==> src/hw/rtl/grwc_pkg.sv <==
// Shared constants, the Q1.14 sine table and angle helpers of the grid ray caster.
// Depends on nothing; the caster top level imports it.
`timescale 1ns / 1ps

package grwc_pkg;

  // Grid and screen geometry.
  localparam int MAP_SIDE      = 8;
  localparam int MAP_BITS      = 3;
  localparam int MAP_CELLS     = MAP_SIDE * MAP_SIDE;
  localparam int CELL_SIZE     = 64;
  localparam int CELL_BITS     = 12;
  localparam int CELL_Q6       = CELL_SIZE * 64;
  localparam int GRID_Q6       = MAP_SIDE * CELL_Q6;
  localparam int MAX_STEPS     = 8;
  localparam int SCREEN_HEIGHT = 640;
  localparam int HALF_HEIGHT   = SCREEN_HEIGHT / 2;

  // Arithmetic constants.
  localparam int NOHIT_DIST = 6400000;
  localparam int AXIS_LIMIT = 16;
  localparam int HEIGHT_NUM = CELL_SIZE * SCREEN_HEIGHT * 64;
  localparam int STEP_NUM   = 32 << 16;
  localparam int ONE_Q14    = 16384;
  localparam int HALF_TURN  = 360;
  localparam int FULL_TURN  = 720;
  localparam int QUARTER    = 180;

  // Serial divider geometry.
  localparam int DIV_W  = 31;
  localparam int DVS_W  = 23;

  typedef logic [14:0] sin_tab_t [0:QUARTER];

  // Quarter-wave sine by an eight-term series in Q30, rounded to Q1.14.
  function automatic sin_tab_t build_sin_tab();
    sin_tab_t t;
    longint unsigned x;
    longint unsigned x2;
    longint unsigned term;
    longint sum;
    longint v;
    for (int k = 0; k <= QUARTER; k++) begin
      x    = longint'(k) * 64'd3373259426 / 64'd360;
      x2   = (x * x) >> 30;
      term = x;
      sum  = longint'(x);
      for (int n = 1; n <= 7; n++) begin
        term = (term * x2) >> 30;
        case (n)
          1:       term = term / 64'd6;
          2:       term = term / 64'd20;
          3:       term = term / 64'd42;
          4:       term = term / 64'd72;
          5:       term = term / 64'd110;
          6:       term = term / 64'd156;
          default: term = term / 64'd210;
        endcase
        if (n % 2 == 1) sum = sum - longint'(term);
        else            sum = sum + longint'(term);
      end
      if (sum < 0) sum = 0;
      v = (sum + 32768) >>> 16;
      if (v > ONE_Q14) v = ONE_Q14;
      t[k] = v[14:0];
    end
    return t;
  endfunction

  localparam sin_tab_t SIN_TAB = build_sin_tab();

  // Fold an angle below two full turns into one turn.
  function automatic logic [9:0] wrap_hd(logic [10:0] k);
    logic [10:0] r;
    r = (k >= 11'(FULL_TURN)) ? k - 11'(FULL_TURN) : k;
    return r[9:0];
  endfunction

  // Signed Q1.14 sine of an angle in half degrees, angle below one turn.
  function automatic logic signed [15:0] sin_hd(logic [9:0] k);
    logic [9:0]  idx;
    logic        neg;
    logic [14:0] mag;
    if (k <= 10'(QUARTER)) begin
      idx = k;                   neg = 1'b0;
    end else if (k <= 10'(HALF_TURN)) begin
      idx = 10'(HALF_TURN) - k;  neg = 1'b0;
    end else if (k <= 10'(HALF_TURN + QUARTER)) begin
      idx = k - 10'(HALF_TURN);  neg = 1'b1;
    end else begin
      idx = 10'(FULL_TURN) - k;  neg = 1'b1;
    end
    mag = SIN_TAB[idx[7:0]];
    return neg ? -$signed({1'b0, mag}) : $signed({1'b0, mag});
  endfunction

endpackage

==> src/hw/rtl/grid_ray_wall_caster.sv <==
// Grid ray caster top level: map store, wall walks, projection and column setup.
// Depends on grwc_pkg for geometry constants, the sine table and angle helpers.
`timescale 1ns / 1ps

// Usage:
//   The slave channel takes one item per handshake. tuser = 0 writes one map
//   cell (cell_index, cell_value) and gives no result.
//   tuser = 1 casts one ray and gives exactly one result item on the master
//   channel.
//   A cast walks the vertical grid crossings, then the horizontal ones, up to
//   eight cells each, through one shared 30x30 multiplier and one radix-2
//   serial divider. A cast makes up to four divisions, and each cell step
//   passes the states S_WMUL, S_WCELL and S_WCHK. The block takes no new item
//   while a cast is in work.
//   The result sits in an output register; the next item is accepted while it
//   waits. A cast that finishes while the receiver still stalls holds until
//   the register is free.
//   Reset empties the map (per-cell valid bits clear at once) and drops any
//   pending result; no clearing pass is needed. No item is taken during reset.
module grid_ray_wall_caster (
  input  logic        clk,
  input  logic        rst,
  input  logic        s_tvalid,
  output logic        s_tready,
  // cell_index[5:0], cell_value[8:6], player_x[23:9], player_y[38:24],
  // player_angle[48:39], ray_angle[58:49], zero fill up to bit 63
  input  logic [63:0] s_tdata,
  // req_type[0]
  input  logic        s_tuser,
  output logic        m_tvalid,
  input  logic        m_tready,
  // hit_found[0], wall_distance[23:1], line_height[33:24], line_offset[42:34],
  // texture_id[45:43], texture_column[50:46], vertical_side[51],
  // texture_row_start[72:52], texture_row_step[94:73], zero fill bit 95
  output logic [95:0] m_tdata
);
  import grwc_pkg::*;

  typedef enum logic [3:0] {
    S_IDLE, S_TRIG, S_WSET, S_DIV, S_WQ, S_WMUL, S_WCELL, S_WCHK,
    S_PMUL1, S_PMUL2, S_PSUB, S_FISH, S_FCLAMP, S_RAW, S_STEP, S_FIN
  } state_t;

  state_t state;
  state_t div_ret;

  // Cast context.
  logic        dir;
  logic [14:0] px, py;
  logic [9:0]  pa, ra;
  logic signed [15:0] s, c, cf;
  logic signed [17:0] m;
  logic        step_neg;
  logic [2:0]  nstep;
  logic signed [28:0] q;
  logic        q_neg;
  logic signed [28:0] other;
  logic        in_grid;
  logic [2:0]  cell_hit;
  logic signed [59:0] prod, acc;
  logic        fin_rdy;
  logic        fin_fire;

  // Walk results.
  logic        v_hit, h_hit;
  logic [22:0] v_dist, h_dist;
  logic [4:0]  v_tc, h_tc;
  logic [2:0]  v_cell, h_cell;

  // Column setup.
  logic [22:0] dist_c;
  logic [21:0] raw, rstep;

  // Serial divider.
  logic [DVS_W-1:0] div_rem, div_dvs;
  logic [DIV_W-1:0] div_quo;
  logic [4:0]       div_cnt;

  // Map memory and its valid bits.
  logic [2:0] map_mem [0:MAP_CELLS-1];
  logic [MAP_CELLS-1:0] map_vld;
  logic [2:0] rd_data;
  logic       rd_vld;
  logic [2*MAP_BITS-1:0] rd_addr;

  // Combinational helpers.
  logic signed [17:0] px_s, py_s, pm, po, floor_pm;
  logic signed [15:0] axis_den, q_num, q_den;
  logic [14:0] q_num_mag, q_den_mag;
  logic signed [29:0] mul_a, mul_b;
  logic signed [59:0] t16, t14p, t14f;
  logic signed [28:0] other_n, cx, cy, hx, hy;
  logic        cgrid;
  logic [DVS_W:0] div_sh;
  logic        div_ge;
  logic [DVS_W:0] div_diff;
  logic [2:0]  cell_now;
  logic        vwin;
  logic        best_hit;
  logic [22:0] best_dist;
  logic [4:0]  best_tc;
  logic [2:0]  best_cell;
  logic [9:0]  height;
  logic [4:0]  tcol;
  logic [20:0] row_start;
  logic signed [59:0] pdiff;

  wire accept = s_tvalid && s_tready;
  assign s_tready = !rst && (state == S_IDLE);

  // The result leaves the last state once its product is ready and the register is free.
  assign fin_fire = (state == S_FIN) && fin_rdy && !(m_tvalid && !m_tready);

  // Operand selection and walk geometry.
  always_comb begin
    px_s      = $signed({3'b0, px});
    py_s      = $signed({3'b0, py});
    pm        = dir ? py_s : px_s;
    po        = dir ? px_s : py_s;
    floor_pm  = $signed({pm[17:CELL_BITS], {CELL_BITS{1'b0}}});
    axis_den  = dir ? -s : c;
    q_num     = dir ? c : s;
    q_den     = dir ? s : c;
    q_num_mag = q_num[15] ? 15'(-q_num) : q_num[14:0];
    q_den_mag = q_den[15] ? 15'(-q_den) : q_den[14:0];

    t16     = prod[59] ? (prod + 60'sd65535) >>> 16 : prod >>> 16;
    other_n = 29'(po) + t16[28:0];
    cx      = dir ? other_n : 29'(m);
    cy      = dir ? 29'(m) : other_n;
    cgrid   = (cx >= 0) && (cx < 29'(GRID_Q6)) && (cy >= 0) && (cy < 29'(GRID_Q6));
    rd_addr = {cy[CELL_BITS +: MAP_BITS], cx[CELL_BITS +: MAP_BITS]};
    hx      = dir ? other : 29'(m);
    hy      = dir ? 29'(m) : other;

    pdiff = acc - prod;
    t14p  = pdiff[59] ? (pdiff + 60'sd16383) >>> 14 : pdiff >>> 14;
    t14f  = prod[59] ? (prod + 60'sd16383) >>> 14 : prod >>> 14;

    div_sh   = {div_rem, div_quo[DIV_W-1]};
    div_ge   = div_sh >= {1'b0, div_dvs};
    div_diff = div_sh - {1'b0, div_dvs};

    cell_now = (in_grid && rd_vld) ? rd_data : 3'd0;

    vwin      = v_dist < h_dist;
    best_hit  = vwin ? v_hit : h_hit;
    best_dist = vwin ? v_dist : h_dist;
    best_tc   = vwin ? v_tc : h_tc;
    best_cell = vwin ? v_cell : h_cell;

    height    = (raw > 22'(SCREEN_HEIGHT)) ? 10'(SCREEN_HEIGHT) : raw[9:0];
    row_start = (raw > 22'(SCREEN_HEIGHT)) ? prod[21:1] : 21'd0;
    if (!best_hit) tcol = 5'd0;
    else if (vwin) tcol = (ra > 10'(QUARTER) && ra < 10'(HALF_TURN + QUARTER)) ?
                          5'd31 - best_tc : best_tc;
    else           tcol = (ra > 10'(HALF_TURN)) ? 5'd31 - best_tc : best_tc;

    mul_a = '0;
    mul_b = '0;
    case (state)
      S_WMUL:  begin mul_a = 30'(pm) - 30'(m);   mul_b = 30'(q); end
      S_PMUL1: begin mul_a = 30'(c);             mul_b = 30'(hx) - 30'(px_s); end
      S_PMUL2: begin mul_a = 30'(s);             mul_b = 30'(hy) - 30'(py_s); end
      S_FISH:  begin mul_a = $signed({7'b0, best_dist}); mul_b = 30'(cf); end
      S_FIN:   begin
        mul_a = $signed({8'b0, raw}) - 30'sd640;
        mul_b = $signed({8'b0, rstep});
      end
      default: ;
    endcase
  end

  // Map storage: written by write items, read one cell per walk step.
  always_ff @(posedge clk) begin
    if (accept && !s_tuser) map_mem[s_tdata[5:0]] <= s_tdata[8:6];
    rd_data <= map_mem[rd_addr];
  end

  // Shared multiplier, registered.
  always_ff @(posedge clk) begin
    prod <= mul_a * mul_b;
  end

  // Sequencer with its context and output register.
  always_ff @(posedge clk) begin
    if (rst) begin
      state    <= S_IDLE;
      map_vld  <= '0;
      m_tvalid <= 1'b0;
    end else begin
      if (m_tvalid && m_tready && !fin_fire) m_tvalid <= 1'b0;
      rd_vld <= map_vld[rd_addr];
      unique case (state)
        S_IDLE: begin
          if (accept) begin
            if (!s_tuser) begin
              map_vld[s_tdata[5:0]] <= 1'b1;
            end else begin
              px    <= s_tdata[23:9];
              py    <= s_tdata[38:24];
              pa    <= wrap_hd({1'b0, s_tdata[48:39]});
              ra    <= wrap_hd({1'b0, s_tdata[58:49]});
              state <= S_TRIG;
            end
          end
        end
        S_TRIG: begin
          s     <= sin_hd(ra);
          c     <= sin_hd(wrap_hd(11'(ra) + 11'(QUARTER)));
          cf    <= sin_hd(wrap_hd(11'(wrap_hd(11'(pa) + 11'(FULL_TURN) - 11'(ra)))
                                  + 11'(QUARTER)));
          dir   <= 1'b0;
          state <= S_WSET;
        end
        S_WSET: begin
          nstep   <= '0;
          q_neg   <= q_num[15] ^ q_den[15];
          div_quo <= {q_num_mag, 16'b0};
          div_rem <= '0;
          div_dvs <= 23'(q_den_mag);
          div_cnt <= '0;
          div_ret <= S_WQ;
          if (axis_den > 16'sd16) begin
            m        <= floor_pm + 18'sd4096;
            step_neg <= 1'b0;
            state    <= S_DIV;
          end else if (axis_den < -16'sd16) begin
            m        <= floor_pm - 18'sd1;
            step_neg <= 1'b1;
            state    <= S_DIV;
          end else begin
            // Ray along the axis: this walk finds nothing.
            if (!dir) begin
              v_hit <= 1'b0; v_dist <= 23'(NOHIT_DIST); v_tc <= '0; v_cell <= '0;
              dir   <= 1'b1;
              state <= S_WSET;
            end else begin
              h_hit <= 1'b0; h_dist <= 23'(NOHIT_DIST); h_tc <= '0; h_cell <= '0;
              state <= S_FISH;
            end
          end
        end
        S_DIV: begin
          div_rem <= div_ge ? div_diff[DVS_W-1:0] : div_sh[DVS_W-1:0];
          div_quo <= {div_quo[DIV_W-2:0], div_ge};
          div_cnt <= div_cnt + 5'd1;
          if (div_cnt == 5'(DIV_W - 1)) state <= div_ret;
        end
        S_WQ: begin
          q     <= q_neg ? -$signed({2'b0, div_quo[26:0]}) : $signed({2'b0, div_quo[26:0]});
          state <= S_WMUL;
        end
        S_WMUL: begin
          state <= S_WCELL;
        end
        S_WCELL: begin
          other   <= other_n;
          in_grid <= cgrid;
          state   <= S_WCHK;
        end
        S_WCHK: begin
          if (cell_now != 3'd0) begin
            cell_hit <= cell_now;
            state    <= S_PMUL1;
          end else if (nstep == 3'(MAX_STEPS - 1)) begin
            if (!dir) begin
              v_hit <= 1'b0; v_dist <= 23'(NOHIT_DIST); v_tc <= '0; v_cell <= '0;
              dir   <= 1'b1;
              state <= S_WSET;
            end else begin
              h_hit <= 1'b0; h_dist <= 23'(NOHIT_DIST); h_tc <= '0; h_cell <= '0;
              state <= S_FISH;
            end
          end else begin
            nstep <= nstep + 3'd1;
            m     <= step_neg ? m - 18'sd4096 : m + 18'sd4096;
            state <= S_WMUL;
          end
        end
        S_PMUL1: begin
          state <= S_PMUL2;
        end
        S_PMUL2: begin
          acc   <= prod;
          state <= S_PSUB;
        end
        S_PSUB: begin
          // Distance along the ray, clamped at zero; the hit point is in the grid.
          if (!dir) begin
            v_hit  <= 1'b1;
            v_dist <= t14p[59] ? 23'd0 : t14p[22:0];
            v_tc   <= other[11:7];
            v_cell <= cell_hit;
            dir    <= 1'b1;
            state  <= S_WSET;
          end else begin
            h_hit  <= 1'b1;
            h_dist <= t14p[59] ? 23'd0 : t14p[22:0];
            h_tc   <= other[11:7];
            h_cell <= cell_hit;
            state  <= S_FISH;
          end
        end
        S_FISH: begin
          state <= S_FCLAMP;
        end
        S_FCLAMP: begin
          // Fisheye correction with clamp, then raw height division.
          if (t14f < 0) begin
            dist_c  <= 23'd0;
            div_dvs <= 23'd1;
          end else if (t14f > 60'sd6400000) begin
            dist_c  <= 23'(NOHIT_DIST);
            div_dvs <= 23'(NOHIT_DIST);
          end else begin
            dist_c  <= t14f[22:0];
            div_dvs <= (t14f[22:0] == 23'd0) ? 23'd1 : t14f[22:0];
          end
          div_quo <= 31'(HEIGHT_NUM);
          div_rem <= '0;
          div_cnt <= '0;
          div_ret <= S_RAW;
          state   <= S_DIV;
        end
        S_RAW: begin
          raw <= div_quo[21:0];
          if (div_quo == '0) begin
            rstep <= 22'(STEP_NUM);
            state <= S_STEP;
          end else begin
            div_quo <= 31'(STEP_NUM);
            div_rem <= '0;
            div_dvs <= {1'b0, div_quo[21:0]};
            div_cnt <= '0;
            div_ret <= S_STEP;
            state   <= S_DIV;
          end
        end
        S_STEP: begin
          if (raw != '0) rstep <= div_quo[21:0];
          fin_rdy <= 1'b0;
          state   <= S_FIN;
        end
        S_FIN: begin
          // Product of the row start is ready in the cycle after entry.
          fin_rdy <= 1'b1;
          if (fin_fire) begin
            m_tvalid        <= 1'b1;
            m_tdata[0]      <= best_hit;
            m_tdata[23:1]   <= dist_c;
            m_tdata[33:24]  <= height;
            m_tdata[42:34]  <= 9'(HALF_HEIGHT) - 9'(height >> 1);
            m_tdata[45:43]  <= best_hit ? best_cell - 3'd1 : 3'd0;
            m_tdata[50:46]  <= tcol;
            m_tdata[51]     <= best_hit && vwin;
            m_tdata[72:52]  <= row_start;
            m_tdata[94:73]  <= rstep;
            m_tdata[95]     <= 1'b0;
            state           <= S_IDLE;
          end
        end
        default: state <= S_IDLE;
      endcase
    end
  end

  // A cast item closes the input until its result is formed.
  assert property (@(posedge clk) disable iff (rst)
    (s_tvalid && s_tready && s_tuser) |=> !s_tready)
    else $error("input open right after a cast item");

  // Corrected distance never exceeds the no-hit value.
  assert property (@(posedge clk) disable iff (rst)
    m_tvalid |-> (m_tdata[23:1] <= 23'(NOHIT_DIST)))
    else $error("wall distance out of range");

  // Column height is limited to the screen.
  assert property (@(posedge clk) disable iff (rst)
    m_tvalid |-> (m_tdata[33:24] <= 10'(SCREEN_HEIGHT)))
    else $error("line height out of range");

  // A miss carries no texture or side information.
  assert property (@(posedge clk) disable iff (rst)
    (m_tvalid && !m_tdata[0]) |->
      (m_tdata[45:43] == 3'd0 && m_tdata[50:46] == 5'd0 && !m_tdata[51]))
    else $error("miss with texture fields set");

endmodule

==> config.mk <==
export PLATFORM = sky130hd
export DESIGN_NAME = grid_ray_wall_caster
export DESIGN_NICKNAME = d
export VERILOG_FILES = /design/src/hw/rtl/grwc_pkg.sv /design/src/hw/rtl/grid_ray_wall_caster.sv
export SDC_FILE = /design/constraint.sdc
export NUM_CORES = 2
export LEC_CHECK = 0
export BUFFER_PORTS_ARGS = -buffer_cell sky130_fd_sc_hd__buf_2
export CORE_UTILIZATION = 40
export CTS_CLUSTER_DIAMETER = 120
export DETAILED_ROUTE_END_ITERATION = 10
export PLACE_DENSITY = 0.6
export RECOVER_POWER = 100
export SLEW_MARGIN = 5
export SYNTH_ARGS = -nofsm -noshare
export SYNTH_HDL_FRONTEND = slang
export SYNTH_SLANG_ARGS = --single-unit
==> constraint.sdc <==
create_clock -name clk -period 19.5 [get_ports clk]
set_input_delay 2.925 -clock clk [delete_from_list [all_inputs] [get_ports clk]]
set_output_delay 2.925 -clock clk [all_outputs]
set_load 0.02 [all_outputs]
==> run_results.csv <==
group,metric,value,unit
logic_synthesis,ys.flop_type,"edfxtp_1",
sta,max_freq,58.8,MHz
route,via_per_inst,5.87,
cells_and_area,drive_gt1_share,6.17,%
grt,first_global_vias,70772,
sta,setup_violations,0,
sta,setup_tns,0,ns
sta,slew_headroom,-134,%
setup_path,critPathKind,"flop to flop",
worst_hold_path,holdCritPathClass,"flop to flop",
sta,final.period_utilization,87.2,%
clock_network,worstSkewPairLatency,0.79,ns
clock_network,cts_tree,"done",
floorplanning,die-area,0.220,mm²
placement,place_congestion,0.982,
placement,hpwl,228000,µm
setup_path,cp_slowest_cell,"clkbuf_1",
floorplanning,dieHeight,470,µm
floorplanning,top_level_ports,167,
setup_path,r2r_start,"v_dist[1]",
sta,timing_hold_violations_final,0,
power,power_leakage,39.3,nW
power,powerDensity,165,mW/mm²
run_status,violations,"capacitance limit, slew limit",
worst_hold_path,holdPathEnd,"m_tdata[23]",
route,drc_errors,0,
clock_network,cts_resized,0,
logic_synthesis,postSynthAreaPerCell,9.29,µm²
logic_synthesis,synth_top_area_share,25.3,%
clock_network,cts-root-buf,"clkbuf_16",
power,report.power.total,15.6,mW
setup_path,timing.rr.end,"prod[59]",
clock_network,path_clk_slew,0.06,ns
logic_synthesis,synthTopCellsByArea,"edfxtp_1 (25%), fa_1 (19%), ha_1 (7.4%)",
clock_network,ctsHoldBuffers,0,
route,wire_per_inst,24.5,µm
grt,antenna_found_initial,12,
logic_synthesis,synth.distinct_cells,127,
route,via_count,72010,
setup_path,start_kind,"flop",
logic_synthesis,yosys_warnings,0,
cells_and_area,fill_cells,21012,
grt,overflow,0,
cells_and_area,fin_area,0.0945,mm²
logic_synthesis,async_reset_ff_share,0,%
job,cap_viol_max_count,30,
clock_network,clock_sinks,869,
floorplanning,core_area,0.217,mm²
grt,grt_pass1_wl,452000,µm
setup_path,cp.arrival,17.71,ns
worst_hold_path,hp-start,"dist_c[22]",
route,drt-total-wl,300000,µm
sta,fin_crit,17.00,ns
setup_path,slowest_delay,2.28,ns
floorplanning,rows,171,
clock_network,clk_path_buf_depth,3,
cells_and_area,final_util,43.5,%
power,peakVddDrop,0.639,mV
placement,portBuffers,160,
setup_path,cp-end-kind,"flop",
sta,skew,0.101,ns
placement,postPlaceCellArea,0.0916,mm²
clock_network,postCtsSetupBuffers,0,
sta,drv_slew,1141,
route,final_antenna_net_count,0,
logic_synthesis,syn_area,0.0874,mm²
grt,grt_use_total,26.8,%
grt,grt_max_degree,190,
logic_synthesis,seq_area_frac_synth,28.3,%
floorplanning,initial_utilization,40.3,%
route,drt_iter0_drc,8503,
run_status,status,"complete, but fails checks",
clock_network,h-tree-depth,3,
logic_synthesis,syn_inst,9411,
setup_path,required,20.20,ns
setup_path,reg2reg_depth,54,
logic_synthesis,synth-seq-cells,869,
setup_path,path_max_fanout,33,
logic_synthesis,synth_nets,10825,
sta,tightest_slew,3.51,ns
logic_synthesis,yosys.area.top_type,"edfxtp_1",
cells_and_area,area_growth,8.06,%
floorplanning,die-width,470,µm
worst_hold_path,whs_path_depth,0,
setup_path,r2r_slack,2.50,ns
cells_and_area,finalNetCount,10744,
route,drtPass1Iterations,7,
sta,rsz0062_at_grt,"false",
logic_synthesis,synth_edf_count,737,
clock_network,cts_buffers,94,
routing by layer:
metal  wire length [µm]  up-vias  track usage (%)  share of wire [%]
li1                   -    32145                -                  -
met1             128000    35715             37.3                 43
met2             131000     3540             40.9                 44
met3              27000      608             4.94                9.0
met4              14200        2             11.0                4.7
met5                 20        -                0             0.0067
synth_stat cells (all sizes together) (28+ instances only):
cell type and number:
a2111oi 39, a211oi 106, a21boi 29, a21o 117
a21oi 491, a221oi 47, a22oi 45, a311oi 37
a31oi 81, and2 126, and3 46, buf 96
clkbuf 407, dfxtp 132, edfxtp 737, fa 827
ha 518, inv 1229, mux2i 89, mux4 80
nand2 1019, nand2b 73, nand3 147, nand4 64
nor2 867, nor2b 81, nor3 192, nor4 57
o211ai 73, o21a 101, o21ai 454, o21bai 38
o221ai 33, o311ai 34, o31ai 49, or2 29
or3 49, or4 28, xnor2 287, xor2 132
final cells by class:
| type | instances | area, µm² | area share [%] |
|---|---|---|---|
| clock buffer | 112 | 2490 | 2.64 |
| tap | 2854 | 3570 | 3.78 |
| sequential | 869 | 24800 | 26.2 |
| clock inverter | 64 | 742 | 0.785 |
| inverter | 1235 | 4640 | 4.91 |
| timing repair buffer | 326 | 1800 | 1.90 |
| multi-input combinational | 6804 | 56500 | 59.7 |
| antenna | 6 | 15.0 | 0.0159 |
sequential cells by signal (all words and copies together) (netlist names), 15 cells and up:
| signal | count |
|---|---|
| map_mem | 192 |
| py | 15 |
| v_dist | 23 |
| prod | 60 |
| div_quo | 31 |
| q | 29 |
| div_rem | 23 |
| h_dist | 23 |
| acc | 60 |
| dist_c | 23 |
| raw | 22 |
| m_tdata | 94 |
| div_dvs | 23 |
| cf | 16 |
| other | 29 |
| px | 15 |
| map_vld | 64 |
| s | 16 |
| c | 16 |
| rstep | 22 |
power by group:
group          switching, mW  internal [mW]  total, mW  leakage, nW
sequential             0.117           2.33       2.45         7.75
combinational           7.77           3.48       11.3         30.0
clock                  0.819           1.05       1.87         1.57
total                   8.71           6.86       15.6         39.3
cells by family after synthesis:
group,Yosys count,synth area share (%)
buffers and inverters,1738,7.59
multiplexers,186,3.33
other,1,0.00429
flip-flops,869,28.3
adder cells (fa/ha/maj),1346,26.4
AND/OR/NAND/NOR,2832,14.7
XOR/XNOR,420,4.23
AO/OA/AOI/OAI,2019,15.5
metrics by stage:
stage                     instances  setup WS, ns  hold WS [ns]
after floorplan                9411          4.32         0.400
after global placement        12088          4.50         0.408
after detailed placement      12088          4.42         0.405
after CTS                     12264          4.35         0.385
after global routing          12268          1.81         0.400
final                         12270          2.50         0.381
worst max path at each step:
stage / start / end
2_1_floorplan: dir / prod[59]
3_3_place_gp: dir / prod[59]
3_5_place_dp: dir / prod[59]
4_1_cts: dir / prod[59]
5_1_grt: ra[0] / cf[10]
6_report: v_dist[1] / prod[59]
critical path: cells and delay by family, from the launching register on:
family,cells,cell delay [ns]
simple gates,6,0.78
compound gates,29,6.71
xor+xnor,1,0.15
buf+inv,7,4.41
fa+ha+maj,10,3.84
flops,1,0.38
mux,1,0.59
placed cells by master (no fill, tap or decap), types with 46 or more instances in the layout:
cell type / Yosys / layout
a21o_1: 117 / 116
mux4_2: 80 / 80
clkbuf_16: 0 / 95
nor2b_1: 81 / 81
xor2_1: 131 / 130
nand4_1: 63 / 64
dfxtp_1: 132 / 132
and2_1: 123 / 96
o21a_1: 101 / 100
clkbuf_1: 406 / 158
xnor2_1: 287 / 278
nor4_1: 53 / 52
o211ai_1: 67 / 67
inv_1: 1222 / 1223
fa_1: 827 / 827
a21oi_1: 489 / 485
o21ai_0: 432 / 432
ha_1: 518 / 518
nand2b_1: 73 / 73
nor2_1: 863 / 859
nand3_1: 146 / 145
a31oi_1: 80 / 79
mux2i_1: 87 / 83
edfxtp_1: 737 / 737
nor3_1: 188 / 181
buf_4: 9 / 134
a221oi_1: 47 / 47
nand2_1: 1018 / 1018
or3_1: 48 / 48
a211oi_1: 102 / 99
and3_1: 46 / 46
(Power assumes the default switching activity.)
